`src/sv/vpsf_pkg.sv`:
```
// ----------------------------------------------------------------------------
// Voxel phantom shape fill package
// Shared widths, register indexes, shape codes and a width helper.
// ----------------------------------------------------------------------------
package vpsf_pkg;

    localparam int IDX_W      = 8;
    localparam int CENTER_W   = 18;
    localparam int HALF_W     = 16;
    localparam int DENS_W     = 16;
    localparam int ADDR_W     = 24;
    localparam int KIND_W     = 3;
    localparam int CFG_IDX_W  = 3;
    localparam int CFG_DATA_W = 18;
    localparam int GRID_W     = 11;
    localparam int WIN_W      = CENTER_W + 1;

    typedef enum logic [KIND_W-1:0] {
        SHAPE_SPHERE = 3'd0,
        SHAPE_BOX    = 3'd1,
        SHAPE_CYL_X  = 3'd2,
        SHAPE_CYL_Y  = 3'd3,
        SHAPE_CYL_Z  = 3'd4
    } t_shape_kind;

    typedef enum logic [CFG_IDX_W-1:0] {
        CFG_SHAPE_KIND = 3'd0,
        CFG_CENTER_X   = 3'd1,
        CFG_CENTER_Y   = 3'd2,
        CFG_CENTER_Z   = 3'd3,
        CFG_HALF_X     = 3'd4,
        CFG_HALF_Y     = 3'd5,
        CFG_HALF_Z     = 3'd6,
        CFG_DENSITY    = 3'd7
    } t_cfg_reg;

    // Width of the magnitude of a voxel offset from the shape center.
    function automatic int mag_width(input int frac_bits);
        int scaled_w;
        begin
            scaled_w = IDX_W + frac_bits + 1;
            return (scaled_w > CENTER_W) ? scaled_w : CENTER_W;
        end
    endfunction

endpackage

```
`src/sv/vpsf_axis.sv`:
```
// ----------------------------------------------------------------------------
// Voxel phantom axis unit
// Offset magnitude of one voxel index from the center and bounding window test.
// ----------------------------------------------------------------------------
module vpsf_axis #(
    parameter int FRACTION_BITS = 8,
    parameter int GRID          = 256
) (
    input  logic [vpsf_pkg::IDX_W-1:0]           i_idx,
    input  logic signed [vpsf_pkg::CENTER_W-1:0] i_center,
    input  logic [vpsf_pkg::HALF_W-1:0]          i_half,
    output logic [vpsf_pkg::mag_width(FRACTION_BITS)-1:0] o_mag,
    output logic                                 o_in_window
);
    import vpsf_pkg::*;

    localparam int MW = mag_width(FRACTION_BITS);
    localparam int DW = MW + 1;

    logic signed [DW-1:0]    diff;
    logic signed [DW-1:0]    neg_diff;
    logic signed [WIN_W-1:0] c_ext;
    logic signed [WIN_W-1:0] h_ext;
    logic signed [WIN_W-1:0] lo;
    logic signed [WIN_W-1:0] hi;
    logic signed [WIN_W-1:0] idx_ext;

    assign diff     = $signed(DW'(i_idx) << FRACTION_BITS) - DW'(i_center);
    assign neg_diff = -diff;
    assign o_mag    = diff[DW-1] ? neg_diff[MW-1:0] : diff[MW-1:0];

    assign c_ext   = WIN_W'(i_center);
    assign h_ext   = $signed(WIN_W'(i_half));
    assign lo      = (c_ext - h_ext) >>> FRACTION_BITS;
    assign hi      = (c_ext + h_ext) >>> FRACTION_BITS;
    assign idx_ext = $signed(WIN_W'(i_idx));

    assign o_in_window = (idx_ext >= lo) && (idx_ext < hi) &&
                         (GRID_W'(i_idx) < GRID_W'(GRID));

endmodule

```
`config.mk`:
```
export PLATFORM = sky130hd
export DESIGN_NAME = vpsf_axis
export DESIGN_NICKNAME = d
export VERILOG_FILES = /design/src/sv/vpsf_pkg.sv /design/src/sv/vpsf_axis.sv
export SDC_FILE = /design/constraint.sdc
export NUM_CORES = 1
export LEC_CHECK = 0
export ABC_CLOCK_PERIOD_IN_PS = 4100
export BUFFER_PORTS_ARGS = -buffer_cell sky130_fd_sc_hd__buf_2
export CORE_MARGIN = 4
export CORE_UTILIZATION = 50
export DETAILED_ROUTE_END_ITERATION = 16
export PLACE_DENSITY = 0.82
export SYNTH_ARGS = -nofsm -noshare
export SYNTH_HDL_FRONTEND = slang
export SYNTH_SLANG_ARGS = --single-unit
```
`constraint.sdc`:
```
create_clock -name vclk -period 4.1
set_clock_uncertainty 0.15 [all_clocks]
set_input_delay 0.205 -clock vclk [all_inputs]
set_output_delay 0.205 -clock vclk [all_outputs]
set_load 0.1 [all_outputs]
```
==> results of run 1 <==
## worst max-delay path by stage
stage | slack [ns] | cells after the start | to | startpoint
finish | -0.02 | 20 | o_in_window | i_half[6]
global route | -0.27 | 20 | o_in_window | i_half[6]
CTS | 0.01 | 20 | o_in_window | i_center[1]
detailed placement | -0.11 | 20 | o_in_window | i_center[1]
global placement | 0.05 | 20 | o_in_window | i_center[2]
floorplan | -0.71 | 18 | o_in_window | i_center[6]
## cells by family (layout without fill, tap and decap cells)
| logic type | after synthesis | after routing | share of synthesized area (%) |
|---|---|---|---|
| adders and majority gates | 54 | 54 | 27.5 |
| and+or+nand+nor | 105 | 105 | 23.9 |
| AOI/OAI and AO/OA | 96 | 96 | 26.2 |
| buffers and inverters | 53 | 116 | 8.80 |
| xor gates and xnor gates | 37 | 37 | 13.2 |
| muxes | 1 | 1 | 0.458 |
## cell usage after synthesis (7+ instances only)
library cell,number,area share (%)
a21oi_1,24,4.9
a31oi_1,7,1.8
ha_1,54,27
inv_1,42,6.4
nand2_1,16,2.4
nand2b_1,8,2.0
nand3_1,8,1.6
nor2_1,25,3.8
o21ai_0,21,4.3
or3_1,7,1.8
xnor2_1,28,10
xor2_1,9,3.2
## power by group through the flow
| stage | logic (mW) | registers (mW) | clock network (mW) |
|---|---|---|---|
| 6_report | 0.781 | 0 | 0 |
| 5_1_grt | 0.837 | 0 | 0 |
| 4_1_cts | 0.744 | 0 | 0 |
| 3_5_place_dp | 0.737 | 0 | 0 |
| 3_3_place_gp | 0.722 | 0 | 0 |
| 2_1_floorplan | 0.594 | 0 | 0 |
## critical path, stage by stage
cell	delay [ns]
buf_6	0.10
ha_4	0.15
or3_4	0.39
a221oi_4	0.25
a21oi_2	0.11
a21oi_2	0.19
o21bai_2	0.10
a21oi_2	0.20
o21ai_2	0.08
xor2_1	0.17
ha_1	0.34
a21oi_2	0.14
nor2b_1	0.05
o21ai_1	0.12
nand2b_1	0.06
a221o_1	0.32
a31oi_2	0.18
o21ai_1	0.09
o211ai_1	0.26
clkbuf_16	0.26
## per-stage QoR
stage / cells / power (mW) / util (%)
floorplan: 346 / 0.594 / -
global route: 476 / 0.837 / 65.2
CTS: 471 / 0.744 / 61.0
finish: 476 / 0.781 / 65.2
detailed placement: 471 / 0.737 / 60.8
global placement: 471 / 0.722 / 60.8
## layer usage
metal / share of wire, % / up-vias / track usage, %
li1: - / 1365 / -
met1: 46 / 1221 / 24.9
met2: 48 / 82 / 33.2
met3: 4.6 / 6 / 1.15
met4: 0.79 / 0 / 3.15
met5: 0 / - / 0
## final cells by class
cell class	count	area [um2]
inverter	42	158
tap	67	83.8
fill	410	1660
timing repair buffer	74	448
multi-input combinational	293	2410
## timing repair
action / 4_1_cts / 5_1_grt
endpoints found under the setup margin: 1 / 1
cloned: 0 / 0
setup buffers: 0 / 5
hold endpoints to repair: 0 / 0
hold buffers: 0 / 0
resized for setup: 2 / 28
pin swaps: 1 / 18
==> results.yml, run 1 <==
status:
  status: "complete, but fails checks"
  failed_checks: "negative setup slack"
yosys:
  synth_cell_type_count: 59
  yosysWarnings: 0
  synth_fp_nets: 442
  netlist_area_um2: 2460
  synthCells: 346
  syn_avg_cell_area_um2: 7.11
  yosysSeqAreaShare_pct: 0
place:
  routabilityCongestion: 0.917
  portBuffers: 61
  dp_hpwl_um: 5210
  dpl_cell_area_um2: 2890
  pre_cts_ws_ns: -0.113
drt:
  drtIter0Drc: 146
  dr.pass1.iters: 4
  vias: 2674
  vias_per_cell: 5.62
  post_drt_wl_per_cell_um: 13.6
  drc: 0
  ant_nets: 0
  wl_um: 6460
floorplan:
  die_w_um: 78.1
  initial_core_util_pct: 51.7
  row_count: 25
  dieArea_um2: 6100
  die_h_um: 78.1
  core_um2: 4750
  num_io_pins: 61
sta:
  finalSetupViolCount: 1
  slew_headroom_pct: 61.4
  fin_ws_ns: -0.0186
  setup_tns_ns: -0.0186
  min_period_over_period_pct: 100
  max_freq_mhz: 243
  holdWs_ns: 0.712
  rsz0062_at_grt: "yes"
  hold_violations: 0
  tightestPinTransition_ns: 0.564
  finalCriticalPeriod_ns: 4.12
  maxSlewViolCount: 0
finish:
  seq_cells: 0
  final_area_um2: 3100
  area_growth_pct: 26.1
  final_cell_mix: "56 x buf_2, 47 x ha_1, 42 x inv_1"
  final_common_cell: "buf_2"
  n_antenna_cell: 0
  nets: 507
  seq_area_um2: 0
  drive_gt1_share_pct: 27.4
  clock_buffers: 0
setup_path:
  required_ns: 3.74
  crit_arrival_ns: 3.76
  startpoint_type: "input pin"
  crit_type: "input pin to output port"
  critPathMaxFanout: 2
  cp-end-kind: "output port"
global_routing:
  grt_max_degree: 13
  antenna_found_initial: 0
  grt.overflow.total: 0
  grt_pass1_wl_um: 10100
  grtUsageTotal_pct: 18.7
  grt_pass1_vias: 2445
power_and_ir_drop:
  sw_frac_of_total_pct: 69.2
  seq_power_share_pct: 0
  power_frac_comb_pct: 100.0
  leakage_nw: 1.45
  power_density_nw_per_um2: 252
  p_int_uw: 241
  switchingPower_uw: 540
  power.share.clock_pct: 0
  vdd_drop_max_uv: 217
worst_hold_path:
  worstHoldStart: "i_center[0]"
  min_to: "o_mag[0]"
  hold_path.class: "input pin to output port"
  hold-path-cell-count: 2
flow_run:
  max_cap_viol_count: 0
No activity file was read; power rests on OpenSTA's default activity.
==> run 2, diff against run 1 <==
Settings changed: CORE_UTILIZATION 50 to 57, PLACE_DENSITY 0.82 to 0.91.
==> run 2 against run 1 <==
- the run still ends with negative setup slack left
- combinational power grew 0.9%
- cell count shrank 3.6%
- die area shrank 11%
- maximum frequency shrank 2.5%
- critical path type unchanged
- largest cell class unchanged
==> results.yml, run 2 (synthesis results as in run 1) <==
status:
  status: "complete, but fails checks"
  failed_checks: "negative setup slack"
drt:
  drc: 0
  drtIter0Drc: 184
  dr.pass1.iters: 5
  wl_um: 6970
  vias: 2767
  vias_per_cell: 6.03
  post_drt_wl_per_cell_um: 15.2
  ant_nets: 0
global_routing:
  grt.overflow.total: 0
  antenna_found_initial: 0
  grt_max_degree: 13
  grtUsageTotal_pct: 22.7
  grt_pass1_wl_um: 10500
  grt_pass1_vias: 2525
power_and_ir_drop:
  leakage_nw: 1.44
  power.share.clock_pct: 0
  vdd_drop_max_uv: 317
  seq_power_share_pct: 0
  p_int_uw: 240
  power_density_nw_per_um2: 258
  power_frac_comb_pct: 100.0
  switchingPower_uw: 548
  finalPower_uw: 788
  sw_frac_of_total_pct: 69.5
place:
  routabilityCongestion: 0.931
  dpl_cell_area_um2: 2880
  dp_hpwl_um: 5350
  pre_cts_ws_ns: -0.135
  portBuffers: 61
finish:
  area_growth_pct: 24.4
  clock_buffers: 0
  n_antenna_cell: 0
  final_common_cell: "buf_2"
  final_util_pct: 74.8
  final_cell_mix: "56 x buf_2, 47 x ha_1, 42 x inv_1"
  fillers: 286
  drive_gt1_share_pct: 27.1
  seq_area_um2: 0
  nets: 507
  final_area_um2: 3060
  multi_input_area_um2: 2390
  seq_cells: 0
sta:
  max_freq_mhz: 237
  slew_headroom_pct: 48.1
  tightestPinTransition_ns: 0.758
  rsz0062_at_grt: "yes"
  maxSlewViolCount: 0
  setup_tns_ns: -0.123
  hold_violations: 0
  finalSetupViolCount: 1
  fin_ws_ns: -0.123
  min_period_over_period_pct: 103
  finalCriticalPeriod_ns: 4.22
floorplan:
  row_count: 23
  dieArea_um2: 5430
  num_io_pins: 61
  die_h_um: 73.7
  core_um2: 4090
  die_w_um: 73.7
  initial_core_util_pct: 60.2
worst_hold_path:
  hold_path.class: "input pin to output port"
setup_path:
  required_ns: 3.74
  crit_type: "input pin to output port"
  startpoint_type: "input pin"
  critPathMaxFanout: 3
  crit_arrival_ns: 3.87
  cp-end-kind: "output port"
flow_run:
  max_cap_viol_count: 0
==> run 2: cell counts in the layout (fill, tap and decap cells not counted) <==
Identical to the previous run, type by type.
==> run 2: path summary, 6_finish.rpt <==
check | from | to | slack (ns) | cells past startpoint
worst max-delay path | i_half[4] | o_in_window | -0.12 | 21
worst min-delay path | i_center[0] | o_mag[0] | 0.71 | 2
==> run 2: area by class of cell <==
class / count / area share, %
Timing Repair Buffer: 74 / 14.8
Multi-Input combinational cell: 293 / 78.0
Inverter: 42 / 5.16
Tap cell: 50 / 2.05
==> run 2: power by group through the flow <==
| stage | Clock [mW] | Sequential [mW] | Combinational, mW |
|---|---|---|---|
| global placement | 0 | 0 | 0.724 |
| detailed placement | 0 | 0 | 0.742 |
| CTS | 0 | 0 | 0.748 |
| floorplan | 0 | 0 | 0.594 |
| global route | 0 | 0 | 0.843 |
| finish | 0 | 0 | 0.788 |
==> run 2: what timing repair did <==
action | CTS | global route
endpoints found under the setup margin | 1 | 1
gates cloned | 0 | 0
setup buffers | 0 | 4
resized for setup | 2 | 25
pin swaps | 1 | 18
hold buffers | 0 | 0
==> run 2: worst max-delay path: stages <==
cell and delay [ns]:
buf_2 0.10, inv_1 0.05, ha_1 0.32, nor2_1 0.09, a221oi_4 0.31, a21oi_2 0.12, a21oi_2 0.20, o21bai_2 0.11
a21oi_2 0.22, o21ai_1 0.12, xor2_1 0.18, ha_1 0.33, a21oi_2 0.15, nor2b_1 0.06, o21ai_1 0.12, nand2b_1 0.06
a221o_1 0.32, a31oi_2 0.20, o21ai_1 0.10, o211ai_1 0.24, clkbuf_16 0.25
==> run 2: through the flow <==
stage | hold WS [ns] | std cells
after floorplan | 0.472 | 346
after global placement | 0.708 | 455
after detailed placement | 0.710 | 455
after CTS | 0.711 | 455
after global routing | 0.724 | 459
final | 0.715 | 459
==> run 2: metal layers <==
| metal | track usage, % | vias up | share of wire (%) |
|---|---|---|---|
| met5 | 0 | - | 0 |
| met4 | 2.21 | 0 | 1.5 |
| met3 | 1.37 | 20 | 5.8 |
| met2 | 41.3 | 115 | 49 |
| met1 | 30.2 | 1264 | 43 |
| li1 | - | 1368 | - |
